$ cat src/rtl/core/mlqs_pkg.sv
// Types and constants of the multilevel queue scheduler.
`default_nettype none
package mlqs_pkg;

  localparam int MAX_LEVELS = 3;
  localparam int LEVEL_W    = 2;
  localparam int ID_W       = 8;
  localparam int DATA_W     = 16;
  localparam int STATUS_W   = 3;
  localparam int REG_IDX_W  = 3;

  localparam logic OP_ARRIVAL  = 1'b0;
  localparam logic OP_DISPATCH = 1'b1;

  localparam logic [STATUS_W-1:0] STATUS_ADMITTED  = 3'd0;
  localparam logic [STATUS_W-1:0] STATUS_REJ_CLASS = 3'd1;
  localparam logic [STATUS_W-1:0] STATUS_REJ_FULL  = 3'd2;
  localparam logic [STATUS_W-1:0] STATUS_GRANTED   = 3'd3;
  localparam logic [STATUS_W-1:0] STATUS_IDLE      = 3'd4;

  localparam logic [REG_IDX_W-1:0] REG_CLASS_FLOOR    = 3'd0;
  localparam logic [REG_IDX_W-1:0] REG_LEVEL0_UPPER   = 3'd1;
  localparam logic [REG_IDX_W-1:0] REG_LEVEL1_UPPER   = 3'd2;
  localparam logic [REG_IDX_W-1:0] REG_LEVEL2_UPPER   = 3'd3;
  localparam logic [REG_IDX_W-1:0] REG_LEVEL0_QUANTUM = 3'd4;
  localparam logic [REG_IDX_W-1:0] REG_LEVEL1_QUANTUM = 3'd5;
  localparam logic [REG_IDX_W-1:0] REG_LEVEL2_QUANTUM = 3'd6;

  localparam logic [DATA_W-1:0] CLASS_FLOOR_RST    = 16'd0;
  localparam logic [DATA_W-1:0] LEVEL0_UPPER_RST   = 16'd4;
  localparam logic [DATA_W-1:0] LEVEL1_UPPER_RST   = 16'd16;
  localparam logic [DATA_W-1:0] LEVEL2_UPPER_RST   = 16'd65535;
  localparam logic [DATA_W-1:0] LEVEL0_QUANTUM_RST = 16'd2;
  localparam logic [DATA_W-1:0] LEVEL1_QUANTUM_RST = 16'd4;
  localparam logic [DATA_W-1:0] LEVEL2_QUANTUM_RST = 16'd8;

  typedef struct packed {
    logic [ID_W-1:0]   id;
    logic [DATA_W-1:0] demand;
  } entry_t;

  typedef struct packed {
    logic               hit;
    logic [LEVEL_W-1:0] lv;
  } class_t;

  typedef struct packed {
    logic [STATUS_W-1:0] status;
    logic [ID_W-1:0]     granted_id;
    logic [LEVEL_W-1:0]  level;
    logic [DATA_W-1:0]   slice;
    logic [DATA_W-1:0]   left_over;
    logic                finished;
  } result_t;

endpackage
`default_nettype wire

$ cat src/rtl/core/mlqs_req_if.sv
// Request channel of the scheduler: task arrivals and dispatch requests.
`default_nettype none
interface mlqs_req_if;
  import mlqs_pkg::*;
  logic              valid;
  logic              ready;
  logic              opcode;
  logic [ID_W-1:0]   task_id;
  logic [DATA_W-1:0] demand;
  modport source (output valid, output opcode, output task_id, output demand, input ready);
  modport sink (input valid, input opcode, input task_id, input demand, output ready);
endinterface
`default_nettype wire

$ cat src/rtl/core/mlqs_rsp_if.sv
// Response channel of the scheduler: one result per request.
`default_nettype none
interface mlqs_rsp_if;
  import mlqs_pkg::*;
  logic                valid;
  logic                ready;
  logic [STATUS_W-1:0] status;
  logic [ID_W-1:0]     granted_id;
  logic [LEVEL_W-1:0]  level;
  logic [DATA_W-1:0]   slice;
  logic [DATA_W-1:0]   left_over;
  logic                finished;
  modport source (output valid, output status, output granted_id, output level,
                  output slice, output left_over, output finished, input ready);
  modport sink (input valid, input status, input granted_id, input level,
                input slice, input left_over, input finished, output ready);
endinterface
`default_nettype wire

$ cat src/rtl/core/mlqs_classify.sv
// Demand classifier: maps a demand onto the highest-priority matching level.
`default_nettype none
module mlqs_classify #(
  parameter int NUM_LEVELS = 3
) (
  input  logic [mlqs_pkg::DATA_W-1:0] demand,
  input  logic [mlqs_pkg::DATA_W-1:0] class_floor,
  input  logic [mlqs_pkg::DATA_W-1:0] upper [mlqs_pkg::MAX_LEVELS],
  output mlqs_pkg::class_t            cls
);
  import mlqs_pkg::*;

  always_comb begin
    logic [DATA_W-1:0] lower;
    lower = class_floor;
    cls   = '0;
    for (int l = 0; l < NUM_LEVELS; l++) begin
      if (!cls.hit && demand != '0 && demand > lower && demand <= upper[l]) begin
        cls.hit = 1'b1;
        cls.lv  = LEVEL_W'(l);
      end
      lower = upper[l];
    end
  end

endmodule
`default_nettype wire

$ cat src/rtl/core/mlqs_store.sv
// Level store: one-port-write, one-port-read memory with registered read data.
`default_nettype none
module mlqs_store #(
  parameter int DEPTH = 48,
  parameter int WIDTH = 24
) (
  input  logic                     clk,
  input  logic                     we,
  input  logic [$clog2(DEPTH)-1:0] waddr,
  input  logic [WIDTH-1:0]         wdata,
  input  logic                     re,
  input  logic [$clog2(DEPTH)-1:0] raddr,
  output logic [WIDTH-1:0]         rdata
);
  logic [WIDTH-1:0] mem [DEPTH];
  logic [WIDTH-1:0] rd_q;
  logic [WIDTH-1:0] wr_q;
  logic             fwd;

  always_ff @(posedge clk) begin
    if (we) begin
      mem[waddr] <= wdata;
    end
    if (re) begin
      rd_q <= mem[raddr];
      wr_q <= wdata;
      fwd  <= we && (waddr == raddr);
    end
  end

  // A read of the entry written in the same cycle returns the new data.
  assign rdata = fwd ? wr_q : rd_q;

endmodule
`default_nettype wire

$ cat src/rtl/core/multilevel_queue_scheduler_unit.sv
// Multilevel queue scheduler with round robin inside each level: top level.
// Requests are taken one at a time. An arrival is classed, checked and written
// to the level store in the cycle it is accepted; its result is ready in the
// cycle after the transfer. A dispatch puts the preempted task back and reads
// the chosen head from the level store, whose read data is registered; its
// result is formed from that data in S_READ and then registered. A new request
// is taken once the previous result has moved to the output register. A
// stalled output holds the following result, and with it further requests,
// until the waiting result is taken. The store needs no clearing after reset;
// only entries written by an enqueue are ever used.
`default_nettype none
module multilevel_queue_scheduler_unit #(
  parameter int LEVEL_DEPTH = 16,
  parameter int NUM_LEVELS  = 3
) (
  input  logic                           clk,
  input  logic                           rst,
  mlqs_req_if.sink                       req,
  mlqs_rsp_if.source                     rsp,
  input  logic                           cfg_write,
  input  logic [mlqs_pkg::REG_IDX_W-1:0] cfg_index,
  input  logic [mlqs_pkg::DATA_W-1:0]    cfg_data
);
  import mlqs_pkg::*;

  localparam int HW    = $clog2(LEVEL_DEPTH);
  localparam int CW    = $clog2(LEVEL_DEPTH + 1);
  localparam int SLOTS = NUM_LEVELS * LEVEL_DEPTH;
  localparam int AW    = $clog2(SLOTS);

  localparam logic [1:0] S_IDLE = 2'd0;
  localparam logic [1:0] S_READ = 2'd1;
  localparam logic [1:0] S_DONE = 2'd2;

  function automatic logic [HW-1:0] tail_pos(input logic [HW-1:0] h, input logic [CW-1:0] c);
    logic [CW:0] sum;
    sum = (CW+1)'(h) + (CW+1)'(c);
    if (sum >= (CW+1)'(LEVEL_DEPTH)) begin
      sum = sum - (CW+1)'(LEVEL_DEPTH);
    end
    return sum[HW-1:0];
  endfunction

  function automatic logic [AW-1:0] slot_addr(input logic [LEVEL_W-1:0] lv,
                                               input logic [HW-1:0] pos);
    return AW'(lv) * AW'(LEVEL_DEPTH) + AW'(pos);
  endfunction

  logic [1:0]         state;
  logic [DATA_W-1:0]  class_floor;
  logic [DATA_W-1:0]  upper [MAX_LEVELS];
  logic [DATA_W-1:0]  quantum [MAX_LEVELS];
  logic [HW-1:0]      head [NUM_LEVELS];
  logic [CW-1:0]      count [NUM_LEVELS];
  logic               pend_valid;
  logic [LEVEL_W-1:0] pend_lv;
  entry_t             pend_entry;
  logic               d_found;
  logic [LEVEL_W-1:0] d_lv;
  result_t            res;
  logic               rsp_valid;
  result_t            rsp_data;

  class_t             cls;
  logic               accept;
  logic               is_disp;
  logic [CW-1:0]      arr_cnt;
  logic [CW:0]        arr_used;
  logic               arr_full;
  logic [CW-1:0]      pend_cnt;
  logic               pput;
  logic [LEVEL_W-1:0] wlv;
  logic [HW-1:0]      w_head;
  logic [CW-1:0]      w_cnt;
  logic               mem_we;
  entry_t             mem_wdata;
  logic [AW-1:0]      mem_waddr;
  logic [CW-1:0]      cnt_after [NUM_LEVELS];
  logic               found;
  logic [LEVEL_W-1:0] sel;
  logic [HW-1:0]      sel_head;
  logic [AW-1:0]      mem_raddr;
  entry_t             rd_entry;
  logic [DATA_W-1:0]  d_quantum;
  logic [DATA_W-1:0]  d_slice;
  logic [DATA_W-1:0]  d_left;
  result_t            arr_res;
  result_t            disp_res;

  mlqs_classify #(.NUM_LEVELS(NUM_LEVELS)) u_classify (
    .demand      (req.demand),
    .class_floor (class_floor),
    .upper       (upper),
    .cls         (cls)
  );

  mlqs_store #(.DEPTH(SLOTS), .WIDTH($bits(entry_t))) u_store (
    .clk   (clk),
    .we    (mem_we),
    .waddr (mem_waddr),
    .wdata (mem_wdata),
    .re    (accept),
    .raddr (mem_raddr),
    .rdata (rd_entry)
  );

  assign req.ready = (state == S_IDLE);
  assign accept    = req.valid && req.ready;
  assign is_disp   = (req.opcode == OP_DISPATCH);

  always_comb begin
    arr_cnt  = '0;
    pend_cnt = '0;
    for (int l = 0; l < NUM_LEVELS; l++) begin
      if (LEVEL_W'(l) == cls.lv) begin
        arr_cnt = count[l];
      end
      if (LEVEL_W'(l) == pend_lv) begin
        pend_cnt = count[l];
      end
    end
    arr_used = (CW+1)'(arr_cnt) + (CW+1)'(pend_valid && pend_lv == cls.lv);
    arr_full = arr_used >= (CW+1)'(LEVEL_DEPTH);
    pput     = pend_valid && (32'(pend_lv) < NUM_LEVELS) &&
               (32'(pend_cnt) < LEVEL_DEPTH);

    wlv       = is_disp ? pend_lv : cls.lv;
    mem_wdata = is_disp ? pend_entry : entry_t'({req.task_id, req.demand});
    mem_we    = accept && (is_disp ? pput : (cls.hit && !arr_full));
    w_head    = '0;
    w_cnt     = '0;
    for (int l = 0; l < NUM_LEVELS; l++) begin
      if (LEVEL_W'(l) == wlv) begin
        w_head = head[l];
        w_cnt  = count[l];
      end
    end
    mem_waddr = slot_addr(wlv, tail_pos(w_head, w_cnt));

    found = 1'b0;
    sel   = '0;
    for (int l = NUM_LEVELS - 1; l >= 0; l--) begin
      cnt_after[l] = count[l] + CW'(pput && pend_lv == LEVEL_W'(l));
      if (cnt_after[l] != '0) begin
        found = 1'b1;
        sel   = LEVEL_W'(l);
      end
    end
    sel_head = '0;
    for (int l = 0; l < NUM_LEVELS; l++) begin
      if (LEVEL_W'(l) == sel) begin
        sel_head = head[l];
      end
    end
    mem_raddr = slot_addr(sel, sel_head);

    arr_res            = '0;
    arr_res.granted_id = req.task_id;
    if (!cls.hit) begin
      arr_res.status = STATUS_REJ_CLASS;
    end else begin
      arr_res.level  = cls.lv;
      arr_res.status = arr_full ? STATUS_REJ_FULL : STATUS_ADMITTED;
    end

    d_quantum = '0;
    for (int l = 0; l < NUM_LEVELS; l++) begin
      if (LEVEL_W'(l) == d_lv) begin
        d_quantum = quantum[l];
      end
    end
    d_slice = (rd_entry.demand < d_quantum) ? rd_entry.demand : d_quantum;
    d_left  = rd_entry.demand - d_slice;

    disp_res = '0;
    if (d_found) begin
      disp_res.status     = STATUS_GRANTED;
      disp_res.granted_id = rd_entry.id;
      disp_res.level      = d_lv;
      disp_res.slice      = d_slice;
      disp_res.left_over  = d_left;
      disp_res.finished   = (d_left == '0);
    end else begin
      disp_res.status = STATUS_IDLE;
    end
  end

  always_ff @(posedge clk) begin
    if (rst) begin
      class_floor <= CLASS_FLOOR_RST;
      upper[0]    <= LEVEL0_UPPER_RST;
      upper[1]    <= LEVEL1_UPPER_RST;
      upper[2]    <= LEVEL2_UPPER_RST;
      quantum[0]  <= LEVEL0_QUANTUM_RST;
      quantum[1]  <= LEVEL1_QUANTUM_RST;
      quantum[2]  <= LEVEL2_QUANTUM_RST;
    end else if (cfg_write) begin
      case (cfg_index)
        REG_CLASS_FLOOR:    class_floor <= cfg_data;
        REG_LEVEL0_UPPER:   upper[0]    <= cfg_data;
        REG_LEVEL1_UPPER:   upper[1]    <= cfg_data;
        REG_LEVEL2_UPPER:   upper[2]    <= cfg_data;
        REG_LEVEL0_QUANTUM: quantum[0]  <= cfg_data;
        REG_LEVEL1_QUANTUM: quantum[1]  <= cfg_data;
        REG_LEVEL2_QUANTUM: quantum[2]  <= cfg_data;
        default: ;
      endcase
    end
  end

  always_ff @(posedge clk) begin
    if (rst) begin
      state      <= S_IDLE;
      pend_valid <= 1'b0;
      rsp_valid  <= 1'b0;
      d_found    <= 1'b0;
      for (int l = 0; l < NUM_LEVELS; l++) begin
        head[l]  <= '0;
        count[l] <= '0;
      end
    end else begin
      case (state)
        S_IDLE: begin
          if (accept) begin
            if (is_disp) begin
              for (int l = 0; l < NUM_LEVELS; l++) begin
                count[l] <= cnt_after[l] - CW'(found && sel == LEVEL_W'(l));
                if (found && sel == LEVEL_W'(l)) begin
                  head[l] <= (32'(head[l]) == LEVEL_DEPTH - 1) ? '0 : head[l] + 1'b1;
                end
              end
              pend_valid <= 1'b0;
              d_found    <= found;
              d_lv       <= sel;
              state      <= S_READ;
            end else begin
              for (int l = 0; l < NUM_LEVELS; l++) begin
                if (mem_we && cls.lv == LEVEL_W'(l)) begin
                  count[l] <= count[l] + 1'b1;
                end
              end
              res   <= arr_res;
              state <= S_DONE;
            end
          end
        end
        S_READ: begin
          res <= disp_res;
          if (d_found && d_left != '0) begin
            pend_valid <= 1'b1;
            pend_lv    <= d_lv;
            pend_entry <= entry_t'({rd_entry.id, d_left});
          end
          state <= S_DONE;
        end
        S_DONE: begin
          if (!rsp_valid || rsp.ready) begin
            state <= S_IDLE;
          end
        end
        default: state <= S_IDLE;
      endcase
      if (state == S_DONE && (!rsp_valid || rsp.ready)) begin
        rsp_valid <= 1'b1;
        rsp_data  <= res;
      end else if (rsp_valid && rsp.ready) begin
        rsp_valid <= 1'b0;
      end
    end
  end

  assign rsp.valid      = rsp_valid;
  assign rsp.status     = rsp_data.status;
  assign rsp.granted_id = rsp_data.granted_id;
  assign rsp.level      = rsp_data.level;
  assign rsp.slice      = rsp_data.slice;
  assign rsp.left_over  = rsp_data.left_over;
  assign rsp.finished   = rsp_data.finished;

endmodule
`default_nettype wire

$ cat src/flat_wrapper.sv
// flat-port wrapper written by rule: the top's interface ports become plain ports
module multilevel_queue_scheduler_unit_flat import mlqs_pkg::*;
#(
  parameter int LEVEL_DEPTH = 16,
  parameter int NUM_LEVELS  = 3
)
  (clk, rst, cfg_write, cfg_index, cfg_data, req_valid, req_opcode, req_task_id, req_demand, req_ready, rsp_valid, rsp_status, rsp_granted_id, rsp_level, rsp_slice, rsp_left_over, rsp_finished, rsp_ready);
  mlqs_req_if req_i ();
  mlqs_rsp_if rsp_i ();
  input  logic clk;
  input  logic rst;
  input  logic cfg_write;
  input  logic [mlqs_pkg::REG_IDX_W-1:0] cfg_index;
  input  logic [mlqs_pkg::DATA_W-1:0] cfg_data;
  input wire logic [$bits(req_i.valid)-1:0] req_valid;
  input wire logic [$bits(req_i.opcode)-1:0] req_opcode;
  input wire logic [$bits(req_i.task_id)-1:0] req_task_id;
  input wire logic [$bits(req_i.demand)-1:0] req_demand;
  output wire logic [$bits(req_i.ready)-1:0] req_ready;
  output wire logic [$bits(rsp_i.valid)-1:0] rsp_valid;
  output wire logic [$bits(rsp_i.status)-1:0] rsp_status;
  output wire logic [$bits(rsp_i.granted_id)-1:0] rsp_granted_id;
  output wire logic [$bits(rsp_i.level)-1:0] rsp_level;
  output wire logic [$bits(rsp_i.slice)-1:0] rsp_slice;
  output wire logic [$bits(rsp_i.left_over)-1:0] rsp_left_over;
  output wire logic [$bits(rsp_i.finished)-1:0] rsp_finished;
  input wire logic [$bits(rsp_i.ready)-1:0] rsp_ready;
  assign req_i.valid = req_valid;
  assign req_i.opcode = req_opcode;
  assign req_i.task_id = req_task_id;
  assign req_i.demand = req_demand;
  assign req_ready = req_i.ready;
  assign rsp_valid = rsp_i.valid;
  assign rsp_status = rsp_i.status;
  assign rsp_granted_id = rsp_i.granted_id;
  assign rsp_level = rsp_i.level;
  assign rsp_slice = rsp_i.slice;
  assign rsp_left_over = rsp_i.left_over;
  assign rsp_finished = rsp_i.finished;
  assign rsp_i.ready = rsp_ready;
  multilevel_queue_scheduler_unit #(.LEVEL_DEPTH(LEVEL_DEPTH), .NUM_LEVELS(NUM_LEVELS)) u_core (.clk(clk), .rst(rst), .req(req_i), .rsp(rsp_i), .cfg_write(cfg_write), .cfg_index(cfg_index), .cfg_data(cfg_data));
endmodule
$ cat config.mk
export PLATFORM = sky130hd
export DESIGN_NAME = multilevel_queue_scheduler_unit_flat
export DESIGN_NICKNAME = d
export VERILOG_FILES = /design/src/rtl/core/mlqs_pkg.sv /design/src/rtl/core/mlqs_req_if.sv /design/src/rtl/core/mlqs_rsp_if.sv /design/src/rtl/core/mlqs_classify.sv /design/src/rtl/core/mlqs_store.sv /design/src/rtl/core/multilevel_queue_scheduler_unit.sv /design/src/flat_wrapper.sv
export SDC_FILE = /design/constraint.sdc
export NUM_CORES = 2
export LEC_CHECK = 0
export ABC_AREA = 1
export BUFFER_PORTS_ARGS = -buffer_cell sky130_fd_sc_hd__clkbuf_2
export CORE_ASPECT_RATIO = 1.2
export CORE_UTILIZATION = 30
export DETAILED_ROUTE_END_ITERATION = 7
export PLACE_DENSITY_LB_ADDON = 0.3
export REMOVE_ABC_BUFFERS = 1
export SKIP_LAST_GASP = 1
export SLEW_MARGIN = 10
export SYNTH_ARGS = -nofsm -noshare
export SYNTH_HDL_FRONTEND = slang
export SYNTH_SLANG_ARGS = --single-unit
$ cat constraint.sdc
create_clock -name clk -period 10.36 [get_ports clk]
set_input_delay 1.036 -clock clk [delete_from_list [all_inputs] [get_ports clk]]
set_output_delay 1.036 -clock clk [all_outputs]
set_load 0.03 [all_outputs]
==> impl_metrics.csv <==
group,metric,value,unit
logic_synthesis,synth_cell_type_count,48,
timing,maxSlewViolCount,0,
final_layout,mostFrequentLayoutCell,"edfxtp_1",
pwr,leakage,26.74,nW
grt,overflow,0,
critical_path,cp_common_cell,"nand2_1",
critical_path,reg2reg_to,"u_core.pend_entry[7]",
floorplan,placement_rows,184,
timing,clock.fmax,135.4,MHz
floorplan,io_pins,97,
grt,grt_pass1_wl,257.9,mm
critical_path,reg2reg_from,"u_core.d_lv[1]",
clocking,clk_latency,0.80,ns
clocking,clkSlewWorstSetupHoldPaths,0.06,ns
clocking,clk_path_buf_depth,3,
timing,clock_skew,0.03268,ns
floorplan,core,209500,um2
logic_synthesis,synth-simple-area-share,13.15,%
logic_synthesis,synthCells,5487,
clocking,postCtsHoldBufs,0,
timing,slew_headroom,20.24,%
final_layout,area_growth,13.90,%
clocking,cts_buffers,152,
final_layout,final_util,34.37,%
placed_design,dp.cells,8194,
placed_design,hpwl,103.6,mm
floorplan,die_x,421.0,um
logic_synthesis,synth_fa_ha_area_share,2.340,%
critical_path,arrival,7.77,ns
clocking,clock_sinks,1465,
grt,grt_usage,16.05,%
logic_synthesis,yosys_warnings,0,
pwr,vdd_ir_drop_max,0.1850,mV
logic_synthesis,synthesis.area,63210,um2
pwr,intPower,10.29,mW
clocking,clockRootBuffer,"clkbuf_16",
grt,grt_pass1_vias,38830,
logic_synthesis,synthFlopType,"edfxtp_1",
hold_path,min_from,"u_core.res[43]",
logic_synthesis,ys_ff_latch,1465,
floorplan,initial_core_util,30.17,%
critical_path,path_class,"reg -> reg",
floorplan,fp.dieArea,212500,um2
logic_synthesis,async_reset_ff_share,0,%
critical_path,startpoint_type,"flip-flop",
logic_synthesis,synth_compound_area_share,9.062,%
pwr,finalPower,14.26,mW
logic_synthesis,synthMuxAreaShare,0.01584,%
logic_synthesis,synth-xor-area-share,0.6710,%
critical_path,max_stage_delay,0.87,ns
logic_synthesis,synth_top_cells_by_area,"edfxtp_1 66%, nand2_1 7.4%, o211ai_1 5.8%",
logic_synthesis,yosys.area.top_type,"edfxtp_1",
hold_path,hold_class,"reg -> reg",
timing,fin_crit_sh,71.31,%
critical_path,path_max_fanout,33,
final_layout,drive_above_1_share,9.722,%
clocking,cts-resized-gates,0,
timing,final_hold_viol_count,0,
pwr,p_clk_share,37.9,%
clocking,postCtsSetupBuffers,0,
logic_synthesis,yosysSeqAreaShare,68.50,%
placed_design,place_congestion,0.8736,
hold_path,whs_path_depth,0,
drt,first_pass_iters,6,
pwr,swShare,27.85,%
drt,routedWlPerCell,20.56,um
hold_path,holdPathEnd,"u_core.rsp.status[0]",
timing,worst_pin_slew,1.195,ns
placed_design,io_buffers,96,
critical_path,end_kind,"flip-flop",
final_layout,fin_nets,5724,
final_layout,layout_common_cells,"1396 x edfxtp_1, 1248 x nand2_1, 666 x inv_1",
timing,rsz0062_at_grt,"false",
drt,drt-total-wl,174.2,mm
pwr,seq_power_share,46.8,%
pwr,p_per_area,198.1,nW/um2
final_layout,fin_cells,8472,
drt,drc,0,
grt,grt_max_degree,178,
flow_run,cap_violations,0,
timing,setup_viol,0,
clocking,cts_tree,"done",
critical_path,critPathSlowestCell,"inv_1",
drt,ant_nets,0,
drt,drtIter0Drc,3731,
grt,antenna_found_initial,3,
pwr,p_sw,3.971,mW
floorplan,dieHeight,504.8,um
status,status,"complete, no violations",
critical_path,required,10.75,ns
pwr,p_comb_share,15.3,%
logic_synthesis,synth_edf_count,1396,
critical_path,reg2reg_depth,30,
clocking,htreeDepth,4,
drt,vias,40790,
drt,via_per_inst,4.814,
logic_synthesis,syn_avg_cell_area,11.52,um2
critical_path,rrSetupSlack,2.97,ns
final_layout,fill_cells,20690,
logic_synthesis,synth_top_area_share,66.32,%
logic_synthesis,synth_top_family_by_area,"simple AND/OR/NAND/NOR gates",
timing,period_minus_slack,7.388,ns
## cell families (layout without fill, tap and decap cells)
logic type | after synthesis | count (layout)
xor+xnor | 45 | 45
fa+ha+maj | 117 | 117
mux | 1 | 1
other cells | 0 | 4
flops | 1465 | 1465
simple gates | 2014 | 2014
buf+inv | 969 | 1160
compound gates | 876 | 876
## synthesized netlist by cell type (2+ instances only)
master,n
buf_1,19
inv_2,12
buf_6,10
nor2_4,3
nor2_1,266
o21ai_0,229
nand3_2,4
dfxtp_1,69
nor3_1,12
a21oi_1,114
a211oi_1,5
nand3_1,429
clkbuf_1,106
nand4_1,17
edfxtp_1,1396
nand2_1,1250
xor2_1,25
o22ai_1,10
buf_4,20
nor4_1,2
o221ai_1,2
ha_1,115
nand3b_1,4
buf_2,133
o211ai_1,487
or2_2,22
a31oi_1,2
a21o_1,2
o21a_1,5
xnor2_2,2
o221a_2,2
inv_1,667
a22o_1,14
xnor2_1,16
fa_1,2
xor2_2,2
## power groups by stage
stage	Combinational, mW	Clock (mW)	Sequential, mW
after floorplan	1.43	0	6.80
after global placement	2.18	0	6.80
after detailed placement	2.20	0	6.80
after CTS	2.20	5.51	6.67
after global routing	2.39	5.72	6.68
final	2.19	5.40	6.67
## stage by stage
stage	hold WS [ns]	worst slack [ns]	TNS, ns	area [um2]
after global routing	0.4201	2.310	0	71990
after floorplan	0.4003	-2.103	-50.32	61810
after detailed placement	0.4063	2.991	0	67130
after global placement	0.4067	3.075	0	67130
final	0.4135	2.972	0	72000
after CTS	0.4083	2.946	0	71990
## layout make-up
cell class              instances  area, um2  share of cell area (%)
flip-flops and latches       1465      43300                   60.14
multi-input cells            3053      16410                   22.80
clock buffers                 200       4151                   5.766
well taps                    2790       3491                   4.849
inverters                     680       2570                   3.569
repair buffers                206       1359                   1.887
clock inverters                74      701.9                  0.9749
diodes                          4      10.01                 0.01390
## worst max-delay path: cells and delay by family (launching register included)
kind	cells	cell delay, ns
AOI/OAI and AO/OA	7	1.32
and+or+nand+nor	15	2.77
adders and majority gates	3	1.03
xor gates and xnor gates	1	0.26
buffers and inverters	4	1.18
DFF	1	0.39
## registers in the layout (all words and copies together) (netlist names), 15 cells and up
register and count:
u_core.u_store.mem 1152, u_core.quantum 48, u_core.upper 48, u_core.res 46
u_core.pend_entry 24, u_core.u_store.rd_q 24, u_core.u_store.wr_q 24, u_core.class_floor 16
u_core.rsp.left_over 16, u_core.rsp.slice 16, u_core.count 15
## worst max-delay path by stage
stage,start,to,cells past startpoint
floorplan,u_core.pend_lv[1],u_core.u_store.rd_q[0],22
global route,u_core.d_lv[0],u_core.pend_entry[7],30
CTS,u_core.d_lv[0],u_core.pend_entry[7],30
detailed placement,u_core.d_lv[0],u_core.pend_entry[7],30
finish,u_core.d_lv[1],u_core.pend_entry[7],30
global placement,u_core.u_store.fwd,u_core.pend_entry[1],31
## routing by layer
metal,share of wire (%),global-route usage (%),up-vias
li1,-,-,19330
met5,0,0,-
met2,49,27.07,1079
met1,43,21.08,20130
met4,3.1,5.469,0
met3,5.0,2.180,256
Note: power is estimated with default switching activity, not from simulation.
